<file path="src/rtl/core/hsv2rgb_pkg.sv">
// Shared types and constants for the HSV to RGB pixel converter.
// No dependencies; imported by every module of the converter core but the checker.
package hsv2rgb_pkg;

  // A full turn of hue splits into six 60-degree sectors
  localparam int HSV_SECTORS = 6;

  // Sector codes, named by the hues at their start and end
  typedef enum logic [2:0] {
    SECT_RED_YEL = 3'd0,
    SECT_YEL_GRN = 3'd1,
    SECT_GRN_CYN = 3'd2,
    SECT_CYN_BLU = 3'd3,
    SECT_BLU_MAG = 3'd4,
    SECT_MAG_RED = 3'd5
  } sector_t;

  // Control that travels down the pipe beside each word
  typedef struct packed {
    logic    valid;
    sector_t sector;
  } hsv_ctl_t;

endpackage

</file>
<file path="src/rtl/core/hsv2rgb_front.sv">
// Front end of the converter: hue wrap, sector and offset, chroma and span.
// Three register stages with a shared enable. Depends on hsv2rgb_pkg.
module hsv2rgb_front #(
  parameter int HUE_FRAC_BITS = 6,
  parameter int CHANNEL_BITS  = 8
) (
  input  logic                                  clk,
  input  logic                                  rst_n,
  input  logic                                  en,
  input  logic                                  in_valid,
  input  logic [$clog2(360 << HUE_FRAC_BITS)-1:0] hue,
  input  logic [CHANNEL_BITS-1:0]               sat,
  input  logic [CHANNEL_BITS-1:0]               val,
  output hsv2rgb_pkg::hsv_ctl_t                 ctl,
  output logic [CHANNEL_BITS-1:0]               chroma,
  output logic [$clog2((60 << HUE_FRAC_BITS) + 1)-1:0] span,
  output logic [CHANNEL_BITS-1:0]               bright
);
  import hsv2rgb_pkg::*;

  localparam int N         = CHANNEL_BITS;
  localparam int SECTOR    = 60 << HUE_FRAC_BITS;
  localparam int FULL_TURN = SECTOR * HSV_SECTORS;
  localparam int HUE_W     = $clog2(FULL_TURN);
  localparam int SPAN_W    = $clog2(SECTOR + 1);
  localparam int CMAX      = (1 << N) - 1;
  localparam int HALF      = CMAX / 2;

  // stage 1: wrap hue, v*s
  logic             v1_r;
  logic [HUE_W-1:0] hue1_r;
  logic [HUE_W-1:0] hue1_nxt;
  logic [2*N-1:0]   prod1_r;
  logic [N-1:0]     val1_r;

  // stage 2: sector, offset, first quotient estimate
  hsv_ctl_t         ctl2_r;
  sector_t          sec2_nxt;
  logic [HUE_W-1:0] base2;
  logic [HUE_W-1:0] off2_full;
  logic [HUE_W-1:0] off2_r;
  logic [2*N-1:0]   num2;
  logic [2*N-1:0]   est2;
  logic [2*N-1:0]   num2_r;
  logic [N-1:0]     q2_r;
  logic [N-1:0]     val2_r;

  // stage 3: quotient correction, span for the secondary
  hsv_ctl_t          ctl3_r;
  logic [2*N-1:0]    rem3;
  logic              odd3;
  logic [N-1:0]      c3_nxt;
  logic [SPAN_W-1:0] span3_nxt;
  logic [N-1:0]      c3_r;
  logic [SPAN_W-1:0] span3_r;
  logic [N-1:0]      val3_r;

  // input range exceeds one turn by less than a turn
  assign hue1_nxt = (hue >= HUE_W'(FULL_TURN)) ? hue - HUE_W'(FULL_TURN) : hue;

  always_comb begin
    sec2_nxt = SECT_RED_YEL;
    base2    = '0;
    for (int k = 1; k < HSV_SECTORS; k++) begin
      if (hue1_r >= HUE_W'(k * SECTOR)) begin
        sec2_nxt = sector_t'(3'(k));
        base2    = HUE_W'(k * SECTOR);
      end
    end
    off2_full = hue1_r - base2;
  end

  // divide by 2^N-1: (n + n>>N) >> N lands on q or q-1
  assign num2 = prod1_r + (2*N)'(HALF);
  assign est2 = num2 + (num2 >> N);

  // remainder of the estimate; fits 2N bits mod 2^2N
  assign rem3   = num2_r - {q2_r, N'(0)} + {N'(0), q2_r};
  assign c3_nxt = (rem3 >= (2*N)'(CMAX)) ? q2_r + N'(1) : q2_r;
  assign odd3   = (ctl2_r.sector == SECT_YEL_GRN) || (ctl2_r.sector == SECT_CYN_BLU) ||
                  (ctl2_r.sector == SECT_MAG_RED);
  assign span3_nxt = odd3 ? SPAN_W'(SECTOR) - SPAN_W'(off2_r) : SPAN_W'(off2_r);

  always_ff @(posedge clk) begin
    if (!rst_n) begin
      v1_r   <= 1'b0;
      ctl2_r <= '0;
      ctl3_r <= '0;
    end else if (en) begin
      v1_r          <= in_valid;
      ctl2_r.valid  <= v1_r;
      ctl2_r.sector <= sec2_nxt;
      ctl3_r        <= ctl2_r;
    end
  end

  always_ff @(posedge clk) begin
    if (en) begin
      hue1_r  <= hue1_nxt;
      prod1_r <= sat * val;
      val1_r  <= val;
      off2_r  <= off2_full;
      num2_r  <= num2;
      q2_r    <= est2[2*N-1:N];
      val2_r  <= val1_r;
      c3_r    <= c3_nxt;
      span3_r <= span3_nxt;
      val3_r  <= val2_r;
    end
  end

  assign ctl    = ctl3_r;
  assign chroma = c3_r;
  assign span   = span3_r;
  assign bright = val3_r;

endmodule

</file>
<file path="src/rtl/core/hsv2rgb_xcalc.sv">
// Secondary component x = round(c * span / SECTOR) and floor m = v - c.
// Two register stages; division by SECTOR is a shift and a reciprocal multiply.
// Depends on hsv2rgb_pkg.
module hsv2rgb_xcalc #(
  parameter int HUE_FRAC_BITS = 6,
  parameter int CHANNEL_BITS  = 8
) (
  input  logic                                  clk,
  input  logic                                  rst_n,
  input  logic                                  en,
  input  hsv2rgb_pkg::hsv_ctl_t                 ctl_in,
  input  logic [CHANNEL_BITS-1:0]               chroma_in,
  input  logic [$clog2((60 << HUE_FRAC_BITS) + 1)-1:0] span_in,
  input  logic [CHANNEL_BITS-1:0]               bright_in,
  output hsv2rgb_pkg::hsv_ctl_t                 ctl,
  output logic [CHANNEL_BITS-1:0]               chroma,
  output logic [CHANNEL_BITS-1:0]               second,
  output logic [CHANNEL_BITS-1:0]               floor_m
);
  import hsv2rgb_pkg::*;

  localparam int N      = CHANNEL_BITS;
  localparam int SECTOR = 60 << HUE_FRAC_BITS;
  localparam int SPAN_W = $clog2(SECTOR + 1);
  localparam int P_W    = N + SPAN_W;
  localparam int SHIFT  = HUE_FRAC_BITS + 2;     // SECTOR = 15 << SHIFT
  localparam int Y_W    = N + 4;
  localparam int RSH    = N + 8;
  localparam int RECIP  = ((1 << RSH) + 14) / 15;
  localparam int R_W    = N + 5;

  hsv_ctl_t         ctl4_r;
  logic [P_W-1:0]   prod4_r;
  logic [N-1:0]     c4_r;
  logic [N-1:0]     m4_r;

  hsv_ctl_t         ctl5_r;
  logic [P_W-1:0]   sum5;
  logic [Y_W-1:0]   y5;
  logic [Y_W+R_W-1:0] prod5_r;
  logic [N-1:0]     c5_r;
  logic [N-1:0]     m5_r;

  // round half up, then the power-of-two part of SECTOR
  assign sum5 = prod4_r + P_W'(SECTOR / 2);
  assign y5   = Y_W'(sum5 >> SHIFT);

  always_ff @(posedge clk) begin
    if (!rst_n) begin
      ctl4_r <= '0;
      ctl5_r <= '0;
    end else if (en) begin
      ctl4_r <= ctl_in;
      ctl5_r <= ctl4_r;
    end
  end

  always_ff @(posedge clk) begin
    if (en) begin
      prod4_r <= chroma_in * span_in;
      c4_r    <= chroma_in;
      m4_r    <= (bright_in >= chroma_in) ? bright_in - chroma_in : '0;
      prod5_r <= y5 * R_W'(RECIP);
      c5_r    <= c4_r;
      m5_r    <= m4_r;
    end
  end

  assign ctl     = ctl5_r;
  assign chroma  = c5_r;
  assign second  = prod5_r[RSH +: N];
  assign floor_m = m5_r;

endmodule

</file>
<file path="src/rtl/core/hsv_to_rgb_converter.sv">
// HSV to RGB pixel converter, top level.
// Channels: input word (in_hue, in_saturation, in_brightness) under in_valid /
// in_stall; result word (out_red, out_green, out_blue) under out_valid /
// out_stall. A word moves on a clock edge with valid high and stall low.
// Hue is in 1/2^HUE_FRAC_BITS degree; hue at or past a full turn wraps.
// Saturation and brightness are fractions with all ones meaning 1.0.
// Throughput: one pixel per clock while out_stall holds no pending result.
// The six pipeline stages (hue wrap and v*s, sector and chroma estimate,
// chroma correction, c*span multiply, reciprocal multiply, sector mux and
// floor add) all advance on one enable; the last one registers the result word.
// When out_stall holds a pending result, the whole pipe freezes and in_stall
// rises in the same cycle; nothing is dropped or repeated, and gaps between
// words are kept, not squeezed out.
// Reset (rst_n low, synchronous) clears every valid bit; the pipe is empty
// and ready on the first clock after reset.
module hsv_to_rgb_converter #(
  parameter int HUE_FRAC_BITS = 6,
  parameter int CHANNEL_BITS  = 8
) (
  input  logic                                    clk,
  input  logic                                    rst_n,
  input  logic                                    in_valid,
  output logic                                    in_stall,
  input  logic [$clog2(360 << HUE_FRAC_BITS)-1:0] in_hue,
  input  logic [CHANNEL_BITS-1:0]                 in_saturation,
  input  logic [CHANNEL_BITS-1:0]                 in_brightness,
  output logic                                    out_valid,
  input  logic                                    out_stall,
  output logic [CHANNEL_BITS-1:0]                 out_red,
  output logic [CHANNEL_BITS-1:0]                 out_green,
  output logic [CHANNEL_BITS-1:0]                 out_blue
);
  import hsv2rgb_pkg::*;

  localparam int N      = CHANNEL_BITS;
  localparam int SECTOR = 60 << HUE_FRAC_BITS;
  localparam int SPAN_W = $clog2(SECTOR + 1);
  localparam int CMAX   = (1 << N) - 1;

  logic              en;
  hsv_ctl_t          f_ctl;
  logic [N-1:0]      f_chroma;
  logic [SPAN_W-1:0] f_span;
  logic [N-1:0]      f_bright;
  hsv_ctl_t          x_ctl;
  logic [N-1:0]      x_chroma;
  logic [N-1:0]      x_second;
  logic [N-1:0]      x_floor;

  logic [N-1:0]      r_pre, g_pre, b_pre;
  logic [N:0]        r_sum, g_sum, b_sum;
  logic [N-1:0]      red_nxt, green_nxt, blue_nxt;
  logic              out_valid_r;
  logic [N-1:0]      out_red_r, out_green_r, out_blue_r;

  assign en       = !out_valid_r || !out_stall;
  assign in_stall = !en;

  hsv2rgb_front #(
    .HUE_FRAC_BITS(HUE_FRAC_BITS),
    .CHANNEL_BITS (CHANNEL_BITS)
  ) u_front (
    .clk     (clk),
    .rst_n   (rst_n),
    .en      (en),
    .in_valid(in_valid),
    .hue     (in_hue),
    .sat     (in_saturation),
    .val     (in_brightness),
    .ctl     (f_ctl),
    .chroma  (f_chroma),
    .span    (f_span),
    .bright  (f_bright)
  );

  hsv2rgb_xcalc #(
    .HUE_FRAC_BITS(HUE_FRAC_BITS),
    .CHANNEL_BITS (CHANNEL_BITS)
  ) u_xcalc (
    .clk      (clk),
    .rst_n    (rst_n),
    .en       (en),
    .ctl_in   (f_ctl),
    .chroma_in(f_chroma),
    .span_in  (f_span),
    .bright_in(f_bright),
    .ctl      (x_ctl),
    .chroma   (x_chroma),
    .second   (x_second),
    .floor_m  (x_floor)
  );

  always_comb begin
    case (x_ctl.sector)
      SECT_RED_YEL: begin r_pre = x_chroma; g_pre = x_second; b_pre = '0;       end
      SECT_YEL_GRN: begin r_pre = x_second; g_pre = x_chroma; b_pre = '0;       end
      SECT_GRN_CYN: begin r_pre = '0;       g_pre = x_chroma; b_pre = x_second; end
      SECT_CYN_BLU: begin r_pre = '0;       g_pre = x_second; b_pre = x_chroma; end
      SECT_BLU_MAG: begin r_pre = x_second; g_pre = '0;       b_pre = x_chroma; end
      default:      begin r_pre = x_chroma; g_pre = '0;       b_pre = x_second; end
    endcase
    r_sum     = {1'b0, r_pre} + {1'b0, x_floor};
    g_sum     = {1'b0, g_pre} + {1'b0, x_floor};
    b_sum     = {1'b0, b_pre} + {1'b0, x_floor};
    red_nxt   = (r_sum > (N+1)'(CMAX)) ? N'(CMAX) : r_sum[N-1:0];
    green_nxt = (g_sum > (N+1)'(CMAX)) ? N'(CMAX) : g_sum[N-1:0];
    blue_nxt  = (b_sum > (N+1)'(CMAX)) ? N'(CMAX) : b_sum[N-1:0];
  end

  always_ff @(posedge clk) begin
    if (!rst_n) begin
      out_valid_r <= 1'b0;
    end else if (en) begin
      out_valid_r <= x_ctl.valid;
    end
  end

  always_ff @(posedge clk) begin
    if (en) begin
      out_red_r   <= red_nxt;
      out_green_r <= green_nxt;
      out_blue_r  <= blue_nxt;
    end
  end

  assign out_valid = out_valid_r;
  assign out_red   = out_red_r;
  assign out_green = out_green_r;
  assign out_blue  = out_blue_r;

endmodule

</file>
<file path="config.mk">
export PLATFORM = sky130hd
export DESIGN_NAME = hsv_to_rgb_converter
export DESIGN_NICKNAME = d
export VERILOG_FILES = /design/src/rtl/core/hsv2rgb_pkg.sv /design/src/rtl/core/hsv2rgb_front.sv /design/src/rtl/core/hsv2rgb_xcalc.sv /design/src/rtl/core/hsv_to_rgb_converter.sv
export SDC_FILE = /design/constraint.sdc
export NUM_CORES = 1
export LEC_CHECK = 0
export BUFFER_PORTS_ARGS = -buffer_cell sky130_fd_sc_hd__buf_2
export CORE_UTILIZATION = 65
export CTS_CLUSTER_DIAMETER = 30
export DETAILED_ROUTE_END_ITERATION = 8
export PLACE_DENSITY = 0.81
export REMOVE_ABC_BUFFERS = 1
export SETUP_SLACK_MARGIN = 0.02
export SYNTH_ARGS = -nofsm -noshare
export SYNTH_HDL_FRONTEND = slang
export SYNTH_HIERARCHICAL = 1
export SYNTH_SLANG_ARGS = --single-unit
export TNS_END_PERCENT = 30
</file>
<file path="constraint.sdc">
create_clock -name clk -period 18.9 [get_ports clk]
set_input_delay 3.78 -clock clk [delete_from_list [all_inputs] [get_ports clk]]
set_output_delay 3.78 -clock clk [all_outputs]
set_load 0.05 [all_outputs]
</file>
==> impl_metrics.py, run 1 <==
metrics = {
    "clock_tree": {
        "cts_num_sinks": 206,
        "ctsHoldBuffers": 0,
        "cts_buffers": 42,
        "cts.reportedPaths.clkPinSlew_ns": 0.05,
        "clockBufferDepth": 3,
        "clockRootBuffer": "clkbuf_16",
        "cts_tree": "done",
        "clk_latency_ns": 0.51,
        "cts_resized": 0,
        "cts_max_level": 2,
        "post_cts_buffers": 0,
    },
    "setup_path": {
        "crit_required_ns": 15.12,
        "crit_slowest_cell": "nand2_4",
        "worstSetupPathType": "input port to output pin",
        "cp_common_cell": "buf_2",
        "crit_path_end_kind": "output pin",
        "startpoint_type": "input port",
        "crit_chain": "buf_2 > nand2_4 > inv_1 > buf_2",
        "cp_max_fo": 48,
        "cp.arrival_ns": 4.71,
        "critPathMaxStageDelay_ns": 0.46,
    },
    "place": {
        "routabilityCongestion": 0.864,
        "port_buffers": 60,
        "dp_hpwl_um": 26200,
    },
    "drt": {
        "ant_nets": 0,
        "vias": 12400,
        "wl_um": 35800,
        "drtIter0Drc": 746,
        "drc": 10,
        "drtPass1Iterations": 7,
        "vias_per_cell": 5.87,
        "wl_per_cell_um": 16.9,
    },
    "sta": {
        "maxSlewHeadroom_pct": 21.6,
        "fin_skew_ns": 0.0113,
        "rsz0062_at_grt": "false",
        "final.setup.tns_ns": 0,
        "report.final.hold_viol_count": 0,
        "clock.fmax_ghz": 0.118,
        "finalSetupViolations": 0,
        "final_max_slew_viol_count": 0,
        "worst_slew_pin_slew_ns": 1.17,
        "fin_crit_sh_pct": 44.9,
        "fin_crit_ns": 8.49,
    },
    "yosys": {
        "netlist_instances": 1665,
        "synth_top_cell_by_area": "edfxtp_1",
        "synth_edf_count": 188,
        "ys_types": 74,
        "yosysWarnings": 6,
        "syn_area_per_cell_um2": 10.4,
        "syn-cell-area_um2": 17400,
        "synth_top_cell_area_share_pct": 32.5,
        "ys_seq_area_share_pct": 34.6,
        "ys.flop_type": "edfxtp_1",
        "async_reset_ff_share_pct": 0,
        "ys_top_cells_by_area": "edfxtp_1 (33%), ha_1 (15%), fa_1 (12%)",
        "synth-seq-cells": 206,
    },
    "cells_and_area": {
        "drive_gt1_share_pct": 9.33,
        "area_delta_synth_final_pct": 12.0,
        "num_antenna_cells": 0,
        "final_util_pct": 74.4,
        "nets": 2098,
    },
    "worst_hold_path": {
        "min_path_type": "flop to flop",
    },
    "grt": {
        "overflow": 0,
        "grt_pass1_vias": 12600,
        "grt_usage_pct": 27.0,
        "grt_max_degree": 89,
        "grt_first_pass_wirelength_um": 58800,
        "antenna_found_initial": 0,
    },
    "status": {
        "status": "complete, but fails checks",
        "violations": "design-rule violations",
    },
    "floorplan": {
        "die_h_um": 165,
        "die_area_um2": 27400,
        "die_x_um": 165,
        "rows": 59,
        "initial_core_util_pct": 66.5,
        "ios": 61,
        "core_um2": 26100,
    },
    "run": {
        "cap_violations": 0,
    },
}
[cells in the mapped netlist, drive strengths merged (5+ instances only)]
| master | n |
|---|---|
| nand2 | 115 |
| nor3 | 22 |
| a2111oi | 10 |
| nand3 | 22 |
| o21a | 16 |
| nand2b | 25 |
| ha | 209 |
| mux2 | 10 |
| a21o | 20 |
| nand4 | 9 |
| nor3b | 5 |
| a211oi | 21 |
| nor2 | 71 |
| o31ai | 10 |
| or2 | 6 |
| xor2 | 37 |
| inv | 225 |
| clkbuf | 18 |
| buf | 9 |
| nor2b | 33 |
| edfxtp | 188 |
| o2111ai | 6 |
| and3 | 7 |
| and2 | 130 |
| a31oi | 10 |
| mux2i | 18 |
| a21oi | 71 |
| o21bai | 8 |
| a22o | 16 |
| nor4 | 7 |
| xnor2 | 63 |
| o21ai | 63 |
| dfxtp | 18 |
| or3 | 10 |
| a32o | 7 |
| fa | 107 |
[final timing paths]
kind | startpoint | endpoint | slack, ns | cells past startpoint
worst min register to register | u_front/hue1_r[4] | u_front/off2_r[4] | 0.41 | 0
worst min-delay path | u_front/hue1_r[4] | u_front/off2_r[4] | 0.41 | 0
worst max-delay path | out_stall | in_stall | 10.41 | 4
worst max register to register | u_front/chroma[7] | u_xcalc/prod4_r[19] | 13.76 | 15
[sequential cells by signal, indices dropped and copies added, names as in the netlist, 12 cells and up]
register	flops
u_xcalc/prod4_r	13
u_front/num2_r	16
u_front/span	12
u_front/hue1_r	15
u_front/prod1_r	16
u_front/off2_r	12
[final cells by class]
cell class / count / area [um^2]
fillers: 1762 / 6690
repair buffers: 65 / 338
clock inverters: 26 / 287
flip-flops and latches: 206 / 6010
clock buffers: 50 / 1140
multi-input cells: 1207 / 10400
well taps: 335 / 419
inverters: 225 / 845
[worst max-delay path, delay by kind of cell]
family        cells  cell delay, ns
buf+inv           3            0.47
simple gates      1            0.46
[layer usage]
layer / part of all wire, % / vias up / track usage (%)
met5: 0 / - / 0
met4: 2.5 / 0 / 9.75
met3: 4.5 / 89 / 3.85
met2: 53 / 356 / 49.3
met1: 41 / 6007 / 32.3
li1: - / 5966 / -
[per-stage QoR]
step,hold WS (ns),area (um^2),worst slack (ns),std cells
finish,0.409,19400,10.41,2114
global route,0.412,19400,10.26,2114
CTS,0.409,19400,10.38,2114
detailed placement,0.405,18000,10.37,2038
global placement,0.401,18000,10.40,2038
floorplan,0.400,17300,5.21,1638
[placed cells by master (no fill, tap or decap), types with 17 or more instances in the layout]
master       n
o21ai_0     59
nand2b_1    25
nor2b_1     33
nor3_1      22
a21oi_1     71
buf_2       60
a211oi_1    17
dfxtp_1     18
and2_1     129
ha_1       209
nor2_1      71
nand3_1     22
fa_1       107
edfxtp_1   188
nand2_1    114
xnor2_1     63
inv_1      225
mux2i_1     18
clkbuf_16   44
xor2_1      37
a21o_1      18
[cells by family after synthesis]
| logic type | share of synthesized area, % |
|---|---|
| AOI/OAI and AO/OA | 11.6 |
| xor gates and xnor gates | 5.04 |
| adders and majority gates | 27.4 |
| buffers and inverters | 5.53 |
| DFF | 34.6 |
| muxes | 1.69 |
| and+or+nand+nor | 14.1 |
Power of run 1 is left out: the tool's default activity adds up to more than one toggle a clock period on the data nets, which glitch-free logic cannot reach.
==> run 2: changes to the inputs <==
--- a/config.mk
+++ b/config.mk
@@ -6,10 +6,10 @@
 export NUM_CORES = 1
 export LEC_CHECK = 0
 export BUFFER_PORTS_ARGS = -buffer_cell sky130_fd_sc_hd__buf_2
-export CORE_UTILIZATION = 65
+export CORE_UTILIZATION = 64
 export CTS_CLUSTER_DIAMETER = 30
 export DETAILED_ROUTE_END_ITERATION = 8
-export PLACE_DENSITY = 0.81
+export PLACE_DENSITY = 0.8
 export REMOVE_ABC_BUFFERS = 1
 export SETUP_SLACK_MARGIN = 0.02
 export SYNTH_ARGS = -nofsm -noshare
==> constraint.sdc (replaced) <==
create_clock -name clk -period 8.1 [get_ports clk]
set_input_delay 1.62 -clock clk [delete_from_list [all_inputs] [get_ports clk]]
set_output_delay 1.62 -clock clk [all_outputs]
set_load 0.05 [all_outputs]
==> run 2 against run 1 <==
The flow now finishes without violations. Critical path depth is 12 higher. Sequential share of layout area is 0.23 points higher. Final area is 0.75% lower. Global-route usage is 1.9 points lower. Highest routed layer unchanged. Setup slack worse by 7.7 ns. Via count is 1.7% lower.
==> impl_metrics.py, run 2 (same netlist as run 1, synthesis figures left out) <==
metrics = {
    "sta": {
        "report.final.hold_viol_count": 0,
        "fin_crit_ns": 5.39,
        "maxSlewHeadroom_pct": 33.0,
        "clock.fmax_ghz": 0.186,
        "final_max_slew_viol_count": 0,
        "worst_slew_pin_slew_ns": 1.00,
        "fin_skew_ns": 0.0153,
        "finalSetupViolations": 0,
        "fin_crit_sh_pct": 66.5,
        "rsz0062_at_grt": "false",
    },
    "status": {
        "status": "finished, final reports clean",
    },
    "setup_path": {
        "crit_required_ns": 8.36,
        "startpoint_type": "input port",
        "worstSetupPathType": "input port to flop",
        "crit_path_end_kind": "flop",
        "cp.arrival_ns": 5.65,
        "cp_max_fo": 8,
    },
    "grt": {
        "overflow": 0,
        "grt_pass1_vias": 12300,
        "grt_first_pass_wirelength_um": 57200,
        "antenna_found_initial": 0,
        "grt_max_degree": 82,
        "grt_usage_pct": 25.2,
    },
    "cells_and_area": {
        "final_common_cell": "inv_1",
        "finalNonFillerCells": 2110,
        "area_delta_synth_final_pct": 11.1,
        "layout_common_cells": "inv_1 (225), ha_1 (209), edfxtp_1 (188)",
        "num_antenna_cells": 0,
        "top_regs": "u_front/num2_r: 16 flops, u_front/prod1_r: 16 flops, u_front/hue1_r: 15 flops",
        "nets": 2095,
        "seqCellArea_um2": 6010,
        "multiInputGateArea_um2": 10400,
        "nFillCells": 1807,
        "drive_gt1_share_pct": 9.52,
    },
    "drt": {
        "vias_per_cell": 5.79,
        "drtIter0Drc": 729,
        "wl_um": 34100,
        "vias": 12200,
        "drc": 0,
        "drtPass1Iterations": 5,
        "wl_per_cell_um": 16.2,
        "ant_nets": 0,
    },
    "floorplan": {
        "die_area_um2": 27800,
        "rows": 59,
        "die_h_um": 167,
        "die_x_um": 167,
        "initial_core_util_pct": 65.9,
        "core_um2": 26400,
        "ios": 61,
    },
    "clock_tree": {
        "cts_resized": 0,
        "cts_tree": "done",
        "cts_max_level": 2,
        "post_cts_buffers": 0,
        "cts_buffers": 39,
        "cts_num_sinks": 206,
        "clockRootBuffer": "clkbuf_16",
        "ctsHoldBuffers": 0,
        "cts.reportedPaths.clkPinSlew_ns": 0.05,
        "clockBufferDepth": 3,
        "clk_latency_ns": 0.52,
    },
    "place": {
        "routabilityCongestion": 0.893,
        "dp_cells": 2038,
        "dp_hpwl_um": 25700,
        "port_buffers": 60,
    },
    "worst_hold_path": {
        "min_path_type": "flop to flop",
    },
    "run": {
        "cap_violations": 0,
    },
}
-- run 2: cell type report --
cell class / instances / share of cell area (%)
clock inverters: 32 / 1.58
well taps: 335 / 2.17
repair buffers: 65 / 1.75
multi-input cells: 1207 / 53.9
inverters: 225 / 4.38
flip-flops and latches: 206 / 31.1
clock buffers: 40 / 5.08
-- run 2: layer usage --
metal  GRT usage (%)  routed length [um]  vias up
met2            45.5               17500      310
met1            31.2               14400     5879
met4            7.73                 617        0
li1                -                   -     5967
met3            3.54                1570       56
met5               0                   0        -
-- run 2: path summary, 6_finish.rpt --
check                                        from                   to  slack (ns)  cells past startpoint
worst min-delay path            u_front/val2_r[2]    u_front/bright[2]        0.42                      0
worst min register to register  u_front/val2_r[2]    u_front/bright[2]        0.42                      0
worst max-delay path             in_saturation[1]  u_front/prod1_r[15]        2.71                     16
worst max register to register  u_front/chroma[7]  u_xcalc/prod4_r[19]        2.94                     15
-- run 2: through the flow --
stage	worst slack (ns)	instance area [um^2]	util, %	hold WS, ns	TNS, ns
3_5_place_dp	2.22	18000	68.4	0.405	0
6_report	2.71	19300	73.2	0.417	0
2_1_floorplan	-1.27	17300	-	0.400	-1.64
5_1_grt	2.57	19300	73.2	0.417	0
4_1_cts	2.76	19300	73.2	0.412	0
3_3_place_gp	2.27	18000	68.4	0.400	0
-- run 2: worst max-delay path, stage by stage --
cell       delay [ns]
buf_2            0.14
and2_1           0.18
fa_1             0.45
fa_1             0.55
inv_1            0.05
fa_1             0.46
fa_1             0.54
inv_1            0.04
ha_1             0.31
o21ai_0          0.11
a21boi_0         0.24
o21ai_0          0.15
a21boi_0         0.34
o2111ai_1        0.18
a31oi_1          0.20
xnor2_1          0.09
Power of run 2 is left out for the same reason.
==> run 3: changes to the inputs <==
--- a/config.mk
+++ b/config.mk
@@ -5,11 +5,12 @@
 export SDC_FILE = /design/constraint.sdc
 export NUM_CORES = 1
 export LEC_CHECK = 0
+export ABC_AREA = 1
 export BUFFER_PORTS_ARGS = -buffer_cell sky130_fd_sc_hd__buf_2
-export CORE_UTILIZATION = 64
+export CORE_UTILIZATION = 58
 export CTS_CLUSTER_DIAMETER = 30
 export DETAILED_ROUTE_END_ITERATION = 8
-export PLACE_DENSITY = 0.8
+export PLACE_DENSITY = 0.76
 export REMOVE_ABC_BUFFERS = 1
 export SETUP_SLACK_MARGIN = 0.02
 export SYNTH_ARGS = -nofsm -noshare
==> constraint.sdc (replaced) <==
create_clock -name clk -period 4.3 [get_ports clk]
set_input_delay 0.86 -clock clk [delete_from_list [all_inputs] [get_ports clk]]
set_output_delay 0.86 -clock clk [all_outputs]
set_load 0.05 [all_outputs]
==> run 3 against run 2 <==
Die area grew 17%. Via count up 21%. Final area increased by 12%. Highest routed layer unchanged. Worst hold slack worse by 0.0045 ns. Synthesized cell count grew 33%. Area after synthesis grew 6.3%. Register-to-register slack got worse by 2.9 ns. Non-clock buffer count rose by 94. Wire length up 17%. Sequential cell count is the same. First-iteration DRC count up 36%.
==> impl_metrics.py, run 3 <==
metrics = {
    "clock_tree": {
        "cts_max_level": 2,
        "cts_tree": "done",
        "ctsHoldBuffers": 0,
        "clk_latency_ns": 0.54,
        "clockBufferDepth": 3,
        "cts.reportedPaths.clkPinSlew_ns": 0.05,
        "cts_buffers": 41,
        "clockRootBuffer": "clkbuf_16",
        "cts_num_sinks": 206,
    },
    "yosys": {
        "synth_edf_count": 188,
        "syn-cell-area_um2": 18500,
        "ys.flop_type": "edfxtp_1",
        "synth-xor-area-share_pct": 3.84,
        "netlist_instances": 2220,
        "synth-seq-cells": 206,
        "ys_top_cells_by_area": "edfxtp_1 (31%), ha_1 (14%), fa_1 (12%)",
        "async_reset_ff_share_pct": 0,
        "synth_top_family_by_area": "adder cells",
        "synth_top_cell_area_share_pct": 30.6,
        "yosysWarnings": 6,
        "synth_most_common_cell": "nand2_1",
        "synthMuxAreaShare_pct": 0,
        "synth_top_cell_by_area": "edfxtp_1",
        "synth-compound-area-share_pct": 6.11,
        "synthAdderAreaFrac_pct": 25.8,
        "synth-simple-area-share_pct": 20.7,
        "ys_types": 52,
        "syn_area_per_cell_um2": 8.31,
        "ys_seq_area_share_pct": 32.5,
        "synthTopCellsByCount": "nand2_1 (564), inv_1 (495), ha_1 (209), edfxtp_1 (188), nor2_1 (118)",
    },
    "sta": {
        "maxSlewHeadroom_pct": 38.8,
        "fin_skew_ns": 0.0283,
        "report.final.hold_viol_count": 0,
        "fin_crit_sh_pct": 99.0,
        "clock.fmax_ghz": 0.235,
        "rsz0062_at_grt": "true",
        "finalSetupViolations": 0,
        "worst_slew_pin_slew_ns": 0.917,
        "final_max_slew_viol_count": 0,
        "fin_crit_ns": 4.26,
    },
    "setup_path": {
        "worstSetupPathType": "flop to flop",
        "reg2reg_depth": 19,
        "cp_max_fo": 8,
        "crit_path_end_kind": "flop",
        "startpoint_type": "flop",
        "crit_required_ns": 4.57,
        "cp.arrival_ns": 4.52,
    },
    "grt": {
        "grt_first_pass_wirelength_um": 67500,
        "grt_usage_pct": 25.0,
        "antenna_found_initial": 0,
        "grt_max_degree": 186,
        "overflow": 0,
        "grt_pass1_vias": 14900,
    },
    "cells_and_area": {
        "final_common_cell": "nand2_1",
        "layout_common_cells": "nand2_1 (551), inv_1 (492), ha_1 (193)",
        "nets": 2738,
        "num_antenna_cells": 0,
        "nFillCells": 2308,
        "top_regs": "u_front/num2_r: 16 flops, u_front/prod1_r: 16 flops, u_front/hue1_r: 15 flops",
        "drive_gt1_share_pct": 15.1,
        "final_area_um2": 21700,
        "area_delta_synth_final_pct": 17.6,
    },
    "floorplan": {
        "ios": 61,
        "die_x_um": 180,
        "initial_core_util_pct": 59.7,
        "rows": 64,
        "die_h_um": 180,
        "die_area_um2": 32500,
        "core_um2": 30900,
    },
    "drt": {
        "drtPass1Iterations": 8,
        "ant_nets": 0,
        "wl_per_cell_um": 14.2,
        "vias": 14800,
        "wl_um": 40100,
        "vias_per_cell": 5.27,
        "drtIter0Drc": 989,
        "drc": 0,
    },
    "place": {
        "routabilityCongestion": 0.912,
        "port_buffers": 60,
        "dp_hpwl_um": 30200,
        "dpl-instance-area_um2": 19700,
    },
    "run": {
        "cap_violations": 0,
    },
    "worst_hold_path": {
        "min_delay_path_depth": 0,
        "min_path_type": "flop to flop",
    },
    "status": {
        "status": "finished, final reports clean",
    },
}
## run 3: cell types whose count changed after synthesis, sizes merged, moves of 23 or more
cell    change
and2      -127
inv       +283
nand2     +473
nand2b     -25
nand3      +55
nand4      +23
nor2       +57
nor2b      -33
o22ai      +24
xnor2      -37
## run 3: logic make-up (layout without fill, tap and decap cells)
logic type               Yosys count  after routing
AO/OA/AOI/OAI                    195            195
AND/OR/NAND/NOR                  880            880
adder cells (fa/ha/maj)          316            316
buffers and inverters            543            743
XOR/XNOR                          80             80
flip-flops                       206            206
## run 3: layer usage
| layer | global-route usage [%] | share of wire (%) | vias up |
|---|---|---|---|
| li1 | - | - | 7369 |
| met1 | 31.0 | 43 | 7007 |
| met2 | 45.3 | 50 | 375 |
| met3 | 3.09 | 4.4 | 86 |
| met4 | 7.45 | 2.4 | 0 |
| met5 | 0 | 0 | - |
## run 3: path summary, 6_finish.rpt
kind | endpoint | slack (ns) | start
max reg2reg | u_xcalc/prod4_r[18] | 0.04 | u_front/chroma[7]
min reg2reg | u_front/val2_r[6] | 0.41 | u_front/val1_r[6]
max | u_xcalc/prod4_r[18] | 0.04 | u_front/chroma[7]
min | u_front/val2_r[6] | 0.41 | u_front/val1_r[6]
## run 3: timing repair
item	4_1_cts	5_1_grt
pin swaps	8	51
setup buffers	17	11
hold endpoints to repair	0	0
endpoints found under the setup margin	7	23
resized for setup	12	72
## run 3: layout make-up
class,count,area (um^2),area share [%]
flip-flops and latches,206,6010,27.7
clock buffers,48,1090,5.05
clock inverters,28,298,1.37
well taps,396,495,2.28
inverters,508,1910,8.79
repair buffers,159,1070,4.95
multi-input cells,1471,10800,49.9
## run 3: metrics by stage
stage	cells	util (%)	TNS, ns	worst slack [ns]	hold slack [ns]
final	2816	70.2	0	0.0430	0.413
after detailed placement	2712	63.6	-3.39	-0.544	0.405
after global routing	2816	70.2	-0.481	-0.121	0.414
after floorplan	2185	-	-296.20	-3.24	0.400
after global placement	2712	63.6	-2.87	-0.520	0.401
after CTS	2805	68.8	0	0.0155	0.411
## run 3: worst max-delay path, stage by stage (launching register included)
cell,delay (ns)
edfxtp_1,0.52
buf_6,0.18
nand2_4,0.05
fa_1,0.44
fa_1,0.53
inv_2,0.04
fa_1,0.51
inv_1,0.06
fa_1,0.49
inv_2,0.04
ha_4,0.23
a21o_1,0.20
nand2_1,0.10
nand2_2,0.06
a21oi_2,0.16
nand2_2,0.10
nand2_2,0.09
nand2_2,0.05
nand2_1,0.06
nand2_1,0.04
Power of run 3 is left out for the same reason.
